**src/rtl/pbrle_pkg.sv**
```systemverilog
// ----------------------------------------------------------------------------
// pbrle_pkg
// Shared types and constants of the packbits run-length decoder.
// ----------------------------------------------------------------------------
package pbrle_pkg;

	localparam int unsigned CNT_W    = 17;
	localparam int unsigned BYTE_W   = 8;
	localparam int unsigned OUT_W    = 40;

	// decoded bytes a page needs before it can close at a packet end
	localparam logic [CNT_W-1:0] PAGE_BYTES = 17'd32768;
	localparam logic [CNT_W-1:0] CNT_MAX    = 17'h1FFFF;
	localparam logic [BYTE_W-1:0] SIGN_BIT  = 8'h80;
	localparam logic [BYTE_W:0]  REPEAT_BASE = 9'd258;

	typedef struct packed {
		logic [BYTE_W-1:0] run_value;
		logic [BYTE_W-1:0] run_length;
		logic              page_done;
		logic [CNT_W-1:0]  bytes_consumed;
	} run_t;

endpackage

```
**src/rtl/packbits_run_length_decoder_core.sv**
```systemverilog
// ----------------------------------------------------------------------------
// packbits_run_length_decoder_core
// PackBits-style run-length decoder, one compressed byte per transaction.
// ----------------------------------------------------------------------------
// Slave side takes the compressed stream, one byte per transaction in s_tdata.
// Control bytes start a packet and produce nothing; each data byte produces one
// run on the master side: value, length (1 for literal bytes, 3..130 for a
// repeat) and, on the run that ends the page packet, tlast with the count of
// compressed bytes consumed for the page.
// An accepted byte passes the input register and the phase machine into the
// result register behind m_tvalid. Throughput is one byte per cycle while the
// receiver is ready; the phase machine and counters update in the single decode
// step, so back-to-back bytes never wait on each other.
// When the receiver stalls, the result register holds its run, the input
// register keeps one more byte, and s_tready drops only once both are full.
// Reset clears the phase machine, the page counters and both valid flags; the
// block is ready to accept from the first cycle after reset is released.
// ----------------------------------------------------------------------------
module packbits_run_length_decoder_core (
	input  logic                         clk,
	input  logic                         arst_n,
	input  logic                         s_tvalid,
	output logic                         s_tready,
	input  logic [pbrle_pkg::BYTE_W-1:0] s_tdata,  // [7:0] in_byte
	output logic                         m_tvalid,
	input  logic                         m_tready,
	output logic [pbrle_pkg::OUT_W-1:0]  m_tdata,  // [7:0] run_value, [15:8] run_length,
	                                               // [32:16] bytes_consumed, [39:33] zero
	output logic                         m_tlast   // page_done
);

	logic                         valid_s1;
	logic [pbrle_pkg::BYTE_W-1:0] byte_s1;
	logic                         advance;
	logic                         fire;
	logic                         run_valid;
	pbrle_pkg::run_t              run;

	assign advance  = !m_tvalid || m_tready;
	assign s_tready = !valid_s1 || advance;
	assign fire     = valid_s1 && advance;

	always_ff @(posedge clk or negedge arst_n) begin
		if (!arst_n) begin
			valid_s1 <= 1'b0;
		end else if (s_tready) begin
			valid_s1 <= s_tvalid;
		end
	end

	always_ff @(posedge clk) begin
		if (s_tready && s_tvalid) begin
			byte_s1 <= s_tdata;
		end
	end

	pbrle_decode u_decode (
		.clk       (clk),
		.arst_n    (arst_n),
		.fire      (fire),
		.in_byte   (byte_s1),
		.run_valid (run_valid),
		.run       (run)
	);

	pbrle_out_stage u_out (
		.clk       (clk),
		.arst_n    (arst_n),
		.advance   (advance),
		.run_valid (fire && run_valid),
		.run       (run),
		.m_tvalid  (m_tvalid),
		.m_tdata   (m_tdata),
		.m_tlast   (m_tlast)
	);

endmodule

```
**src/rtl/pbrle_decode.sv**
```systemverilog
// ----------------------------------------------------------------------------
// pbrle_decode
// Packet phase machine and page counters; turns one byte into at most one run.
// ----------------------------------------------------------------------------
module pbrle_decode (
	input  logic                         clk,
	input  logic                         arst_n,
	input  logic                         fire,
	input  logic [pbrle_pkg::BYTE_W-1:0] in_byte,
	output logic                         run_valid,
	output pbrle_pkg::run_t              run
);

	typedef enum logic [1:0] {
		PH_CTRL    = 2'd0,
		PH_REPEAT  = 2'd1,
		PH_LITERAL = 2'd2
	} phase_t;

	phase_t                         phase_q, phase_d;
	logic [pbrle_pkg::BYTE_W-1:0]   literal_left_q, literal_left_d;
	logic [pbrle_pkg::BYTE_W-1:0]   repeat_len_q, repeat_len_d;
	logic [pbrle_pkg::CNT_W-1:0]    out_total_q, out_total_d;
	logic [pbrle_pkg::CNT_W-1:0]    in_total_q, in_total_d, in_total_inc;
	logic [pbrle_pkg::BYTE_W-1:0]   lit_dec;
	logic                           packet_end;
	logic                           done;

	assign in_total_inc = (in_total_q != pbrle_pkg::CNT_MAX) ?
		in_total_q + 17'd1 : in_total_q;
	assign lit_dec = (literal_left_q != '0) ? literal_left_q - 8'd1 : literal_left_q;

	always_comb begin
		phase_d         = phase_q;
		literal_left_d  = literal_left_q;
		repeat_len_d    = repeat_len_q;
		out_total_d     = out_total_q;
		in_total_d      = in_total_inc;
		run_valid       = 1'b0;
		packet_end      = 1'b0;
		run.run_value   = in_byte;
		run.run_length  = 8'd1;
		case (phase_q)
			PH_REPEAT: begin
				run_valid      = 1'b1;
				packet_end     = 1'b1;
				run.run_length = repeat_len_q;
				out_total_d    = out_total_q + {9'd0, repeat_len_q};
				repeat_len_d   = '0;
				phase_d        = PH_CTRL;
			end
			PH_LITERAL: begin
				run_valid      = 1'b1;
				out_total_d    = out_total_q + 17'd1;
				literal_left_d = lit_dec;
				if (lit_dec == '0) begin
					packet_end = 1'b1;
					phase_d    = PH_CTRL;
				end
			end
			default: begin
				// control byte, sign bit picks repeat or literal packet
				if ((in_byte & pbrle_pkg::SIGN_BIT) != '0) begin
					repeat_len_d = 8'(pbrle_pkg::REPEAT_BASE - {1'b0, in_byte});
					phase_d      = PH_REPEAT;
				end else begin
					literal_left_d = in_byte + 8'd1;
					phase_d        = PH_LITERAL;
				end
			end
		endcase
		done               = packet_end && (out_total_d >= pbrle_pkg::PAGE_BYTES);
		run.page_done      = done;
		run.bytes_consumed = done ? in_total_d : '0;
		if (done) begin
			phase_d        = PH_CTRL;
			literal_left_d = '0;
			repeat_len_d   = '0;
			out_total_d    = '0;
			in_total_d     = '0;
		end
	end

	always_ff @(posedge clk or negedge arst_n) begin
		if (!arst_n) begin
			phase_q        <= PH_CTRL;
			literal_left_q <= '0;
			repeat_len_q   <= '0;
			out_total_q    <= '0;
			in_total_q     <= '0;
		end else if (fire) begin
			phase_q        <= phase_d;
			literal_left_q <= literal_left_d;
			repeat_len_q   <= repeat_len_d;
			out_total_q    <= out_total_d;
			in_total_q     <= in_total_d;
		end
	end

endmodule

```
**src/rtl/pbrle_out_stage.sv**
```systemverilog
// ----------------------------------------------------------------------------
// pbrle_out_stage
// Result register on the master side; holds a run until the receiver takes it.
// ----------------------------------------------------------------------------
module pbrle_out_stage (
	input  logic                        clk,
	input  logic                        arst_n,
	input  logic                        advance,
	input  logic                        run_valid,
	input  pbrle_pkg::run_t             run,
	output logic                        m_tvalid,
	output logic [pbrle_pkg::OUT_W-1:0] m_tdata,
	output logic                        m_tlast
);

	logic            valid_q;
	pbrle_pkg::run_t run_q;

	always_ff @(posedge clk or negedge arst_n) begin
		if (!arst_n) begin
			valid_q <= 1'b0;
		end else if (advance) begin
			valid_q <= run_valid;
		end
	end

	always_ff @(posedge clk) begin
		if (advance && run_valid) begin
			run_q <= run;
		end
	end

	assign m_tvalid = valid_q;
	assign m_tlast  = run_q.page_done;
	assign m_tdata  = {7'd0, run_q.bytes_consumed, run_q.run_length, run_q.run_value};

endmodule

```
**config.mk**
```make
export PLATFORM = sky130hd
export DESIGN_NAME = packbits_run_length_decoder_core
export DESIGN_NICKNAME = d
export VERILOG_FILES = /design/src/rtl/pbrle_pkg.sv /design/src/rtl/packbits_run_length_decoder_core.sv /design/src/rtl/pbrle_decode.sv /design/src/rtl/pbrle_out_stage.sv
export SDC_FILE = /design/constraint.sdc
export NUM_CORES = 1
export LEC_CHECK = 0
export BUFFER_PORTS_ARGS = -buffer_cell sky130_fd_sc_hd__buf_2
export CAP_MARGIN = 10
export CELL_PAD_IN_SITES_DETAIL_PLACEMENT = 0
export CELL_PAD_IN_SITES_GLOBAL_PLACEMENT = 1
export CORE_UTILIZATION = 50
export CTS_CLUSTER_SIZE = 24
export DETAILED_ROUTE_END_ITERATION = 12
export HOLD_SLACK_MARGIN = 0.06
export PLACE_DENSITY = 0.81
export SETUP_SLACK_MARGIN = 0.2
export SYNTH_ARGS = -nofsm -noshare
export SYNTH_HDL_FRONTEND = slang
export SYNTH_HIERARCHICAL = 1
export SYNTH_SLANG_ARGS = --single-unit
export TNS_END_PERCENT = 100
```
**constraint.sdc**
```tcl
create_clock -name clk -period 6.3 [get_ports clk]
set_input_delay 0.315 -clock clk [delete_from_list [all_inputs] [get_ports clk]]
set_output_delay 0.315 -clock clk [all_outputs]
set_load 0.01 [all_outputs]
```
==> results of run 1 <==
==> stage by stage <==
step	cells	hold WS (ps)	worst slack [ps]
floorplan	518	19.4	2660
global placement	659	476	1810
detailed placement	659	483	1670
CTS	675	100	1670
global route	675	99.4	1290
finish	675	56.5	1700
==> registers in the layout, indices dropped and copies added (netlist names) <==
| register | flops |
|---|---|
| byte_s1 | 8 |
| u_decode/in_total_q | 17 |
| u_decode/literal_left_q | 8 |
| u_decode/out_total_q | 17 |
| u_decode/phase_q | 2 |
| u_decode/repeat_len_q | 8 |
| u_out/m_tdata | 33 |
| u_out/m_tlast | 1 |
| u_out/m_tvalid | 1 |
| valid_s1 | 1 |
==> worst min path at each step <==
| stage | start | endpoint | slack (ps) | cells after the start |
|---|---|---|---|---|
| after detailed placement | u_decode/out_total_q[7]$_DFFE_PN0P_ | u_decode/out_total_q[7]$_DFFE_PN0P_ | 480 | 2 |
| after floorplan | arst_n | u_decode/in_total_q[0]$_DFFE_PN0P_ | 20 | 0 |
| after global placement | u_decode/out_total_q[6]$_DFFE_PN0P_ | u_decode/out_total_q[6]$_DFFE_PN0P_ | 480 | 2 |
| after global routing | s_tdata[6] | byte_s1[6]$_DFFE_PP_ | 100 | 1 |
| after CTS | arst_n | u_decode/literal_left_q[4]$_DFFE_PN0P_ | 100 | 2 |
| final | arst_n | u_decode/literal_left_q[4]$_DFFE_PN0P_ | 60 | 2 |
==> logic make-up (layout without fill, tap and decap cells) <==
group | Yosys count | after routing
compound gates | 107 | 107
xor+xnor | 42 | 42
fa+ha+maj | 15 | 15
buf+inv | 61 | 82
flops | 96 | 96
mux | 6 | 6
other cells | 1 | 7
simple gates | 184 | 184
==> metal layers <==
layer / global-route usage / vias to the layer above
li1: - / 1856
met1: 0.313 / 1830
met2: 0.311 / 73
met3: 0.0278 / 14
met4: 0.0764 / 0
met5: 0 / -
==> worst max-delay path: cells and delay by family, from the launching register on <==
kind                     cells  cell delay [ps]
adder cells (fa/ha/maj)      3             1140
flip-flops                   1              380
buffers and inverters        1               70
AND/OR/NAND/NOR              4             1760
AO/OA/AOI/OAI                4             1080
==> placed cells by master, fill, tap and decap left out, types with 3 or more instances in the layout <==
| cell type | synthesis | final |
|---|---|---|
| buf_2 | 2 | 47 |
| and3_1 | 6 | 6 |
| nor2b_1 | 9 | 9 |
| o31ai_2 | 4 | 4 |
| xnor2_1 | 23 | 23 |
| nand2b_1 | 4 | 4 |
| ha_1 | 14 | 14 |
| conb_1 | 1 | 7 |
| nand4_1 | 7 | 7 |
| a31oi_1 | 5 | 5 |
| and2_1 | 12 | 12 |
| clkinv_4 | 0 | 3 |
| nor3_1 | 8 | 8 |
| or2_2 | 4 | 4 |
| clkbuf_8 | 0 | 9 |
| o21ai_0 | 14 | 14 |
| nand3_1 | 14 | 14 |
| xor2_1 | 19 | 19 |
| edfxtp_1 | 42 | 42 |
| o22ai_1 | 9 | 9 |
| a21o_1 | 9 | 9 |
| nor2_1 | 55 | 55 |
| a22o_1 | 6 | 6 |
| dfrtp_1 | 54 | 54 |
| o211ai_1 | 3 | 3 |
| nor3b_1 | 5 | 5 |
| or3_1 | 3 | 3 |
| a21oi_1 | 15 | 15 |
| mux2i_1 | 5 | 5 |
| o2bb2ai_1 | 11 | 11 |
| nand2_1 | 39 | 39 |
| inv_1 | 16 | 16 |
==> cells in the mapped netlist, types with 14 or more instances <==
master / count
a21oi_1: 15
buf_4: 17
nand2_1: 39
clkbuf_1: 19
xor2_1: 19
o21ai_0: 14
nand3_1: 14
xnor2_1: 23
nor2_1: 55
dfrtp_1: 54
edfxtp_1: 42
inv_1: 16
ha_1: 14
==> power by group through the flow <==
stage / combinational, mW / clock (mW) / sequential (mW)
2_1_floorplan: 0.720 / 0 / 1.00
3_3_place_gp: 0.932 / 0 / 1.01
3_5_place_dp: 0.949 / 0 / 1.02
4_1_cts: 0.954 / 0.411 / 1.00
5_1_grt: 1.06 / 0.441 / 1.03
6_report: 0.948 / 0.402 / 1.00
==> final cells by class <==
| cell class | count | area (um2) |
|---|---|---|
| fillers | 935 | 4620 |
| clock inverters | 7 | 72.6 |
| inverters | 18 | 70.1 |
| flip-flops and latches | 96 | 2610 |
| multi-input cells | 361 | 2460 |
| well taps | 136 | 170 |
| clock buffers | 9 | 124 |
| repair buffers | 48 | 243 |
==> flow_metrics.tcl, run 1 <==
set metrics [dict create \
    finalClockSkew_ps 12.4 \
    top_layer "met4" \
    p_int_mw 1.43 \
    cts_resized 0 \
    post_cts_buffers 0 \
    rsz0062_at_grt "no" \
    critPathRequiredTime_ps 6520 \
    grt_pass1_wl_mm 18.2 \
    avgSynthCellArea_um2 10.5 \
    synth_top_family_by_area "simple AND/OR/NAND/NOR gates" \
    ctsHoldBuffers 0 \
    drt_pass1_iterations 4 \
    final_area_mm2 0.00575 \
    cts.sinks 96 \
    dpl_cell_area_mm2 0.00555 \
    criticalPathCategory "reg -> reg" \
    drc_errors 0 \
    cts_buffers 9 \
    fp.dieH_um 106 \
    die-area_mm2 0.0112 \
    antenna_found_initial 0 \
    p_seq_frac 0.427 \
    power_density_mw_per_mm2 410 \
    ff2ff_setup_slack_ps 1700 \
    min_period_ps 4600 \
    reg2reg_depth 12 \
    cts.path.max_buffers 2 \
    post-route-period-util 0.730 \
    cp.arrival_ps 4820 \
    vias_per_cell 5.59 \
    max_stage_delay_ps 710 \
    worstMarginPinSlew_ps 945 \
    startpoint "u_decode/phase_q[0]$_DFFE_PN0P_" \
    slew_headroom 0.370 \
    wl_met1_mm 5.40 \
    r2r_end "u_decode/literal_left_q[5]$_DFFE_PN0P_" \
    ioPinCount 55 \
    track_usage 0.209 \
    worstHoldPathType "in -> async" \
    synth_top_area_share 0.252 \
    status "finished clean" \
    ys_top_cells_by_area "dfrtp_1 (25%), edfxtp_1 (23%), nor2_1 (3.8%)" \
    portBuffers 47 \
    wl_per_cell_um 15.8 \
    finalHoldViolations 0 \
    crit_path_max_fanout 30 \
    start_util 0.518 \
    comb_power_share 0.403 \
    cap_violations 0 \
    synth-seq-cells 96 \
    rows 37 \
    switching_share 0.393 \
    n_antenna_cell 0 \
    drive_above_1_share 0.163 \
    critPathCapture "u_decode/literal_left_q[5]$_DFFE_PN0P_" \
    worst_path_max_delay_cell "nor2_2" \
    timing.fmax_mhz 217 \
    yosys_warnings 6 \
    setup_viol 0 \
    synth-async-reset-ratio 0.563 \
    grt_start_max_net_pins 55 \
    vdd_ir_drop_max_uv 197 \
    power_mw 2.36 \
    wl_mm 10.6 \
    synth_cells 512 \
    core-area_mm2 0.0104 \
    cp_common_cell "ha_1" \
    dr.first_iter.drc_count 145 \
    synth_mux_area_frac 0.0121 \
    power_leakage_nw 2.38 \
    die_w_um 106 \
    grt_pass1_vias 3603 \
    seq_area_frac_synth 0.487 \
    yosys.area.top_type "dfrtp_1" \
    grt_overflow 0 \
    synth-edff-count 42 \
    place_congestion 0.878 \
    worstPathCellList "inv_1 -> ha_1 -> or2_2 -> ha_1 -> fa_1 -> a21o_1 -> a221oi_1 -> o21a_1 -> nor4_4 -> nand4bb_4 -> nor2_2 -> o211ai_1" \
    synth_compound_area_frac 0.152 \
    rr_startpoint "u_decode/phase_q[0]$_DFFE_PN0P_" \
    wl_met3_um 335 \
    post-route-util 0.554 \
    clock_power_share 0.171 \
    tns_ps 0 \
    worstSetupStartpointType "flop" \
    cts_tree "yes" \
    p_sw_mw 0.925 \
    yosysUniqueCellTypes 78 \
    slew_viol_final 0 \
    antenna_left 0 \
    synthSimpleGateAreaFrac 0.184 \
    nets 561 \
    clk_latency_ps 370 \
    synthAdderAreaFrac 0.0364 \
    routed-wl-met2_mm 4.73 \
    end_kind "flop" \
    cts-root-buf "clkbuf_8" \
    place_hpwl_mm 7.45 \
    routed-via-count 3773 \
    area_growth_pct 7.08 \
    synth_flop_cell "dfrtp_1" \
    path_clk_slew_ps 100 \
    synth_xor_area_frac 0.0685 \
    h-tree-depth 3 \
    syn_area_mm2 0.00537 \
]
No activity file was read; power rests on OpenSTA's default activity.
==> run 2: changes to the inputs <==
--- a/config.mk
+++ b/config.mk
@@ -9,11 +9,11 @@
 export CAP_MARGIN = 10
 export CELL_PAD_IN_SITES_DETAIL_PLACEMENT = 0
 export CELL_PAD_IN_SITES_GLOBAL_PLACEMENT = 1
-export CORE_UTILIZATION = 50
+export CORE_UTILIZATION = 42
 export CTS_CLUSTER_SIZE = 24
 export DETAILED_ROUTE_END_ITERATION = 12
 export HOLD_SLACK_MARGIN = 0.06
-export PLACE_DENSITY = 0.81
+export PLACE_DENSITY = 0.72
 export SETUP_SLACK_MARGIN = 0.2
 export SYNTH_ARGS = -nofsm -noshare
 export SYNTH_HDL_FRONTEND = slang
==> constraint.sdc (replaced) <==
create_clock -name clk -period 3.9 [get_ports clk]
set_input_delay 0.195 -clock clk [delete_from_list [all_inputs] [get_ports clk]]
set_output_delay 0.195 -clock clk [all_outputs]
set_load 0.01 [all_outputs]
==> run 2 against run 1 <==
Compared with the run above:
- non-clock buffer count grew 18
- combinational power grew 66%
- global-route usage shrank 2.4 points
- via count grew 0.98%
- design area grew 6.1%
- largest cell class unchanged
- routed wire length grew 4.3%
- final cell count grew 7.4%
- maximum frequency grew 33%
- largest power group unchanged
==> flow_metrics.tcl, run 2 (synthesis gave the netlist of run 1 again) <==
set metrics [dict create \
    status "finished clean" \
    start_util 0.440 \
    grt_pass1_wl_mm 18.6 \
    antenna_found_initial 0 \
    track_usage 0.185 \
    min_period_ps 3470 \
    wl_per_cell_um 15.3 \
    cts-root-buf "clkbuf_16" \
    cts.path.max_buffers 2 \
    path_clk_slew_ps 70 \
    finalClockSkew_ps 9.35 \
    crit_path_max_fanout 16 \
    rr_startpoint "u_decode/phase_q[0]$_DFFE_PN0P_" \
    power_density_mw_per_mm2 680 \
    final_common_cell "nor2_1" \
    dr.first_iter.drc_count 261 \
    place_congestion 0.839 \
    ioPinCount 55 \
    core-area_mm2 0.0122 \
    area_growth_pct 13.6 \
    cap_violations 0 \
    cts.sinks 96 \
    clk_latency_ps 350 \
    drt_pass1_iterations 5 \
    hp-start "m_tready" \
    grt_pass1_vias 3629 \
    reg2reg_depth 13 \
    drc_errors 0 \
    portBuffers 47 \
    rows 40 \
    hold_depth 3 \
    antenna_left 0 \
    power_leakage_nw 2.53 \
    holdPathEnd "valid_s1$_DFFE_PN0P_" \
    slew_viol_final 0 \
    cts_tree "yes" \
    criticalPathCategory "reg -> reg" \
    tns_ps 0 \
    routed-via-count 3810 \
    r2r_end "u_decode/repeat_len_q[7]$_DFFE_PN0P_" \
    slew_headroom 0.419 \
    grt_overflow 0 \
    cp.arrival_ps 3750 \
    drive_above_1_share 0.181 \
    place_hpwl_mm 7.66 \
    final_area_mm2 0.00610 \
    finalHoldViolations 0 \
    rsz0062_at_grt "no" \
    wl_mm 11.1 \
    final_cell_mix "nor2_1 (55), dfrtp_1 (54), buf_2 (47), edfxtp_1 (42), nand2_1 (39)" \
    die_w_um 115 \
    worstHoldPathType "in -> reg" \
    timing.fmax_mhz 288 \
    n_antenna_cell 0 \
    setup_viol 0 \
    largest_reg_flops 33 \
    startpoint "u_decode/phase_q[0]$_DFFE_PN0P_" \
    vias_per_cell 5.26 \
    ff2ff_setup_slack_ps 430 \
    worstSetupStartpointType "flop" \
    worst_hold_slack_ps 140 \
    fp.dieH_um 115 \
    die-area_mm2 0.0132 \
    grt_start_max_net_pins 55 \
    nets 579 \
    dpl_cell_area_mm2 0.00564 \
    h-tree-depth 3 \
    post-route-util 0.499 \
    post-route-period-util 0.889 \
    vdd_ir_drop_max_uv 280 \
    critPathRequiredTime_ps 4180 \
    worstMarginPinSlew_ps 872 \
    end_kind "flop" \
    cts_buffers 9 \
]
-- run 2: cell count changes in the layout (fill, tap and decap cells not counted), moves of 2 or more --
cell and delta:
dlygate4sd3_1 +10, buf_4 +7, clkbuf_8 -9, clkinv_2 +2, clkinv_4 -3, inv_6 +2, clkbuf_16 +9
-- run 2: per-stage QoR --
step	cells	setup slack, ps	power [mW]
global route	725	251	4.44
CTS	723	280	4.18
finish	725	433	4.15
detailed placement	697	100	3.20
global placement	697	268	3.17
floorplan	518	261	2.78
-- run 2: worst max path at each step --
stage / slack, ps / cells after the start / endpoint
finish: 430 / 13 / u_decode/repeat_len_q[7]$_DFFE_PN0P_
global route: 250 / 13 / u_decode/repeat_len_q[4]$_DFFE_PN0P_
CTS: 280 / 13 / u_decode/in_total_q[10]$_DFFE_PN0P_
detailed placement: 100 / 13 / u_decode/repeat_len_q[7]$_DFFE_PN0P_
global placement: 270 / 13 / u_decode/repeat_len_q[7]$_DFFE_PN0P_
floorplan: 260 / 15 / u_out/m_tdata[22]$_DFFE_PP_
-- run 2: cell type report --
type,count,area (um2)
repair buffers,66,410
multi-input cells,361,2470
inverters,18,80.1
fillers,1187,6110
clock buffers,9,225
well taps,168,210
flip-flops and latches,96,2610
clock inverters,7,92.6
-- run 2: timing repair --
action	CTS	global route
cloned	0	0
pin swaps	0	4
endpoints found under the hold margin	63	0
resized for setup	3	6
buffers inserted	0	2
hold buffers	10	0
endpoints found under the setup margin	33	36
-- run 2: worst max-delay path: stages (launching register included) --
cell and delay, ps:
dfrtp_1 370, inv_1 70, ha_2 230, or2_2 310
ha_1 220, fa_1 420, a21o_1 230, a221oi_2 310
o21a_2 220, a41o_1 210, nand4bb_4 250, clkinv_8 150
o21ai_4 240, a22o_1 180
-- run 2: power by group --
part	switching (mW)	leakage, nW	internal, mW	total (mW)
clock network	0.388	0.160	0.563	0.951
logic	0.909	1.28	0.663	1.57
registers	0.242	1.09	1.39	1.63
total	1.54	2.53	2.61	4.15
-- run 2: layer usage --
layer	up-vias	global-route usage	share of wire
li1	1897	-	-
met1	1819	0.270	0.51
met2	86	0.273	0.44
met3	8	0.0264	0.035
met4	0	0.0831	0.010
met5	-	0	0
==> run 3: changes to the inputs <==
--- a/config.mk
+++ b/config.mk
@@ -9,6 +9,7 @@
 export CAP_MARGIN = 10
 export CELL_PAD_IN_SITES_DETAIL_PLACEMENT = 0
 export CELL_PAD_IN_SITES_GLOBAL_PLACEMENT = 1
+export CORE_MARGIN = 2
 export CORE_UTILIZATION = 42
 export CTS_CLUSTER_SIZE = 24
 export DETAILED_ROUTE_END_ITERATION = 12
==> run 3 against run 2 <==
Compared with the run above:
- global-route usage shrank 1.4 points
- first-iteration DRC count is 8.0% higher
- register-to-register slack worse by 60 ps
- critical path type unchanged
- largest cell class unchanged
- highest routed layer unchanged
==> flow_metrics.tcl, run 3 (synthesis gave the netlist of run 1 again) <==
set metrics [dict create \
    power_density_mw_per_mm2 673 \
    slew_headroom 0.414 \
    wl_mm 11.0 \
    rsz0062_at_grt "no" \
    n_fill_cell 1184 \
    ioPinCount 55 \
    finalClockSkew_ps 7.32 \
    fp.dieH_um 117 \
    place_hpwl_mm 7.62 \
    vias_per_cell 5.22 \
    cts.sinks 96 \
    end_kind "flop" \
    grt_start_max_net_pins 49 \
    place_congestion 0.846 \
    grt_pass1_wl_mm 18.2 \
    final_cell_mix "nor2_1 (55), dfrtp_1 (54), buf_2 (47), edfxtp_1 (42), nand2_1 (39)" \
    h-tree-depth 3 \
    die-area_mm2 0.0137 \
    setup_viol 0 \
    drc_errors 0 \
    portBuffers 47 \
    wl_per_cell_um 15.1 \
    drive_above_1_share 0.169 \
    routed-via-count 3793 \
    cts-root-buf "clkbuf_16" \
    grt_pass1_vias 3613 \
    clk_latency_ps 340 \
    dpl_cell_area_mm2 0.00564 \
    antenna_left 0 \
    critPathRequiredTime_ps 4130 \
    area_growth_pct 12.6 \
    track_usage 0.171 \
    worstMarginPinSlew_ps 878 \
    largest_reg_flops 33 \
    antenna_found_initial 0 \
    worstHoldPathType "in -> reg" \
    n_antenna_cell 0 \
    finalHoldViolations 0 \
    power_leakage_nw 2.50 \
    grt_overflow 0 \
    post-route-period-util 0.904 \
    rows 41 \
    core-area_mm2 0.0126 \
    dr.first_iter.drc_count 282 \
    final_common_cell "nor2_1" \
    start_util 0.427 \
    cap_violations 0 \
    tns_ps 0 \
    worstSetupStartpointType "flop" \
    cts_buffers 9 \
    final_area_mm2 0.00605 \
    status "finished clean" \
    vdd_ir_drop_max_uv 251 \
    crit_path_max_fanout 25 \
    criticalPathCategory "reg -> reg" \
    slew_viol_final 0 \
    cp.arrival_ps 3750 \
    path_clk_slew_ps 70 \
    timing.fmax_mhz 284 \
    min_period_ps 3520 \
    cts_tree "yes" \
    nets 577 \
    drt_pass1_iterations 4 \
    die_w_um 117 \
    cts.path.max_buffers 2 \
]
-- run 3: critical path, stage by stage, from the launching register on --
cell and delay [ps]:
dfrtp_1 370, inv_1 60, ha_1 210, or2_2 290
ha_1 220, fa_1 420, a21o_1 220, a221oi_2 320
o21a_2 280, nor4_4 60, nand4bb_4 310, buf_4 280
a21o_1 190, a22o_1 170
-- run 3: area by class of cell --
type / count / area (um2) / area share
tap: 172 / 215 / 0.0356
clock buffer: 13 / 250 / 0.0414
timing repair buffer: 64 / 388 / 0.0641
multi-input combinational: 361 / 2470 / 0.408
clock inverter: 3 / 42.5 / 0.00703
sequential: 96 / 2610 / 0.432
inverter: 18 / 72.6 / 0.0120
-- run 3: per-stage QoR --
step	total power [mW]	instances	setup WS [ps]	hold WS [ps]	util
floorplan	2.78	518	261	-101	-
global placement	3.16	700	368	38.6	0.448
detailed placement	3.19	700	213	38.2	0.448
CTS	4.08	726	205	145	0.480
global route	4.37	727	216	152	0.481
finish	4.07	727	376	149	0.481
-- run 3: power by group --
part | internal, mW | switching, mW
Combinational | 0.652 | 0.912
Sequential | 1.39 | 0.242
Clock | 0.515 | 0.365
Total | 2.55 | 1.52
-- run 3: per-layer routing --
| metal | vias up | global-route usage | wire [um] | share of wire |
|---|---|---|---|---|
| met5 | - | 0 | 0 | 0 |
| met4 | 0 | 0.0604 | 177 | 0.016 |
| met3 | 12 | 0.0299 | 290 | 0.026 |
| met2 | 48 | 0.252 | 4920 | 0.45 |
| met1 | 1844 | 0.252 | 5630 | 0.51 |
| li1 | 1889 | - | - | - |
-- run 3: path summary, 6_finish.rpt --
check,start,to,slack [ps],cells past startpoint
min reg2reg,u_decode/out_total_q[0]$_DFFE_PN0P_,u_decode/out_total_q[0]$_DFFE_PN0P_,500,2
max reg2reg,u_decode/phase_q[0]$_DFFE_PN0P_,u_decode/in_total_q[7]$_DFFE_PN0P_,380,13
min,m_tready,valid_s1$_DFFE_PN0P_,150,3
min in group asynchronous,arst_n,u_decode/literal_left_q[4]$_DFFE_PN0P_,220,2
max,u_decode/phase_q[0]$_DFFE_PN0P_,u_decode/in_total_q[7]$_DFFE_PN0P_,380,13
max in group asynchronous,arst_n,u_decode/out_total_q[5]$_DFFE_PN0P_,2800,3
-- run 3: what timing repair did --
item | 4_1_cts | 5_1_grt
endpoints found under the setup margin | 0 | 37
gates resized for setup | 0 | 4
buffers inserted | 0 | 1
hold endpoints to repair | 15 | 0
hold buffers | 10 | 0
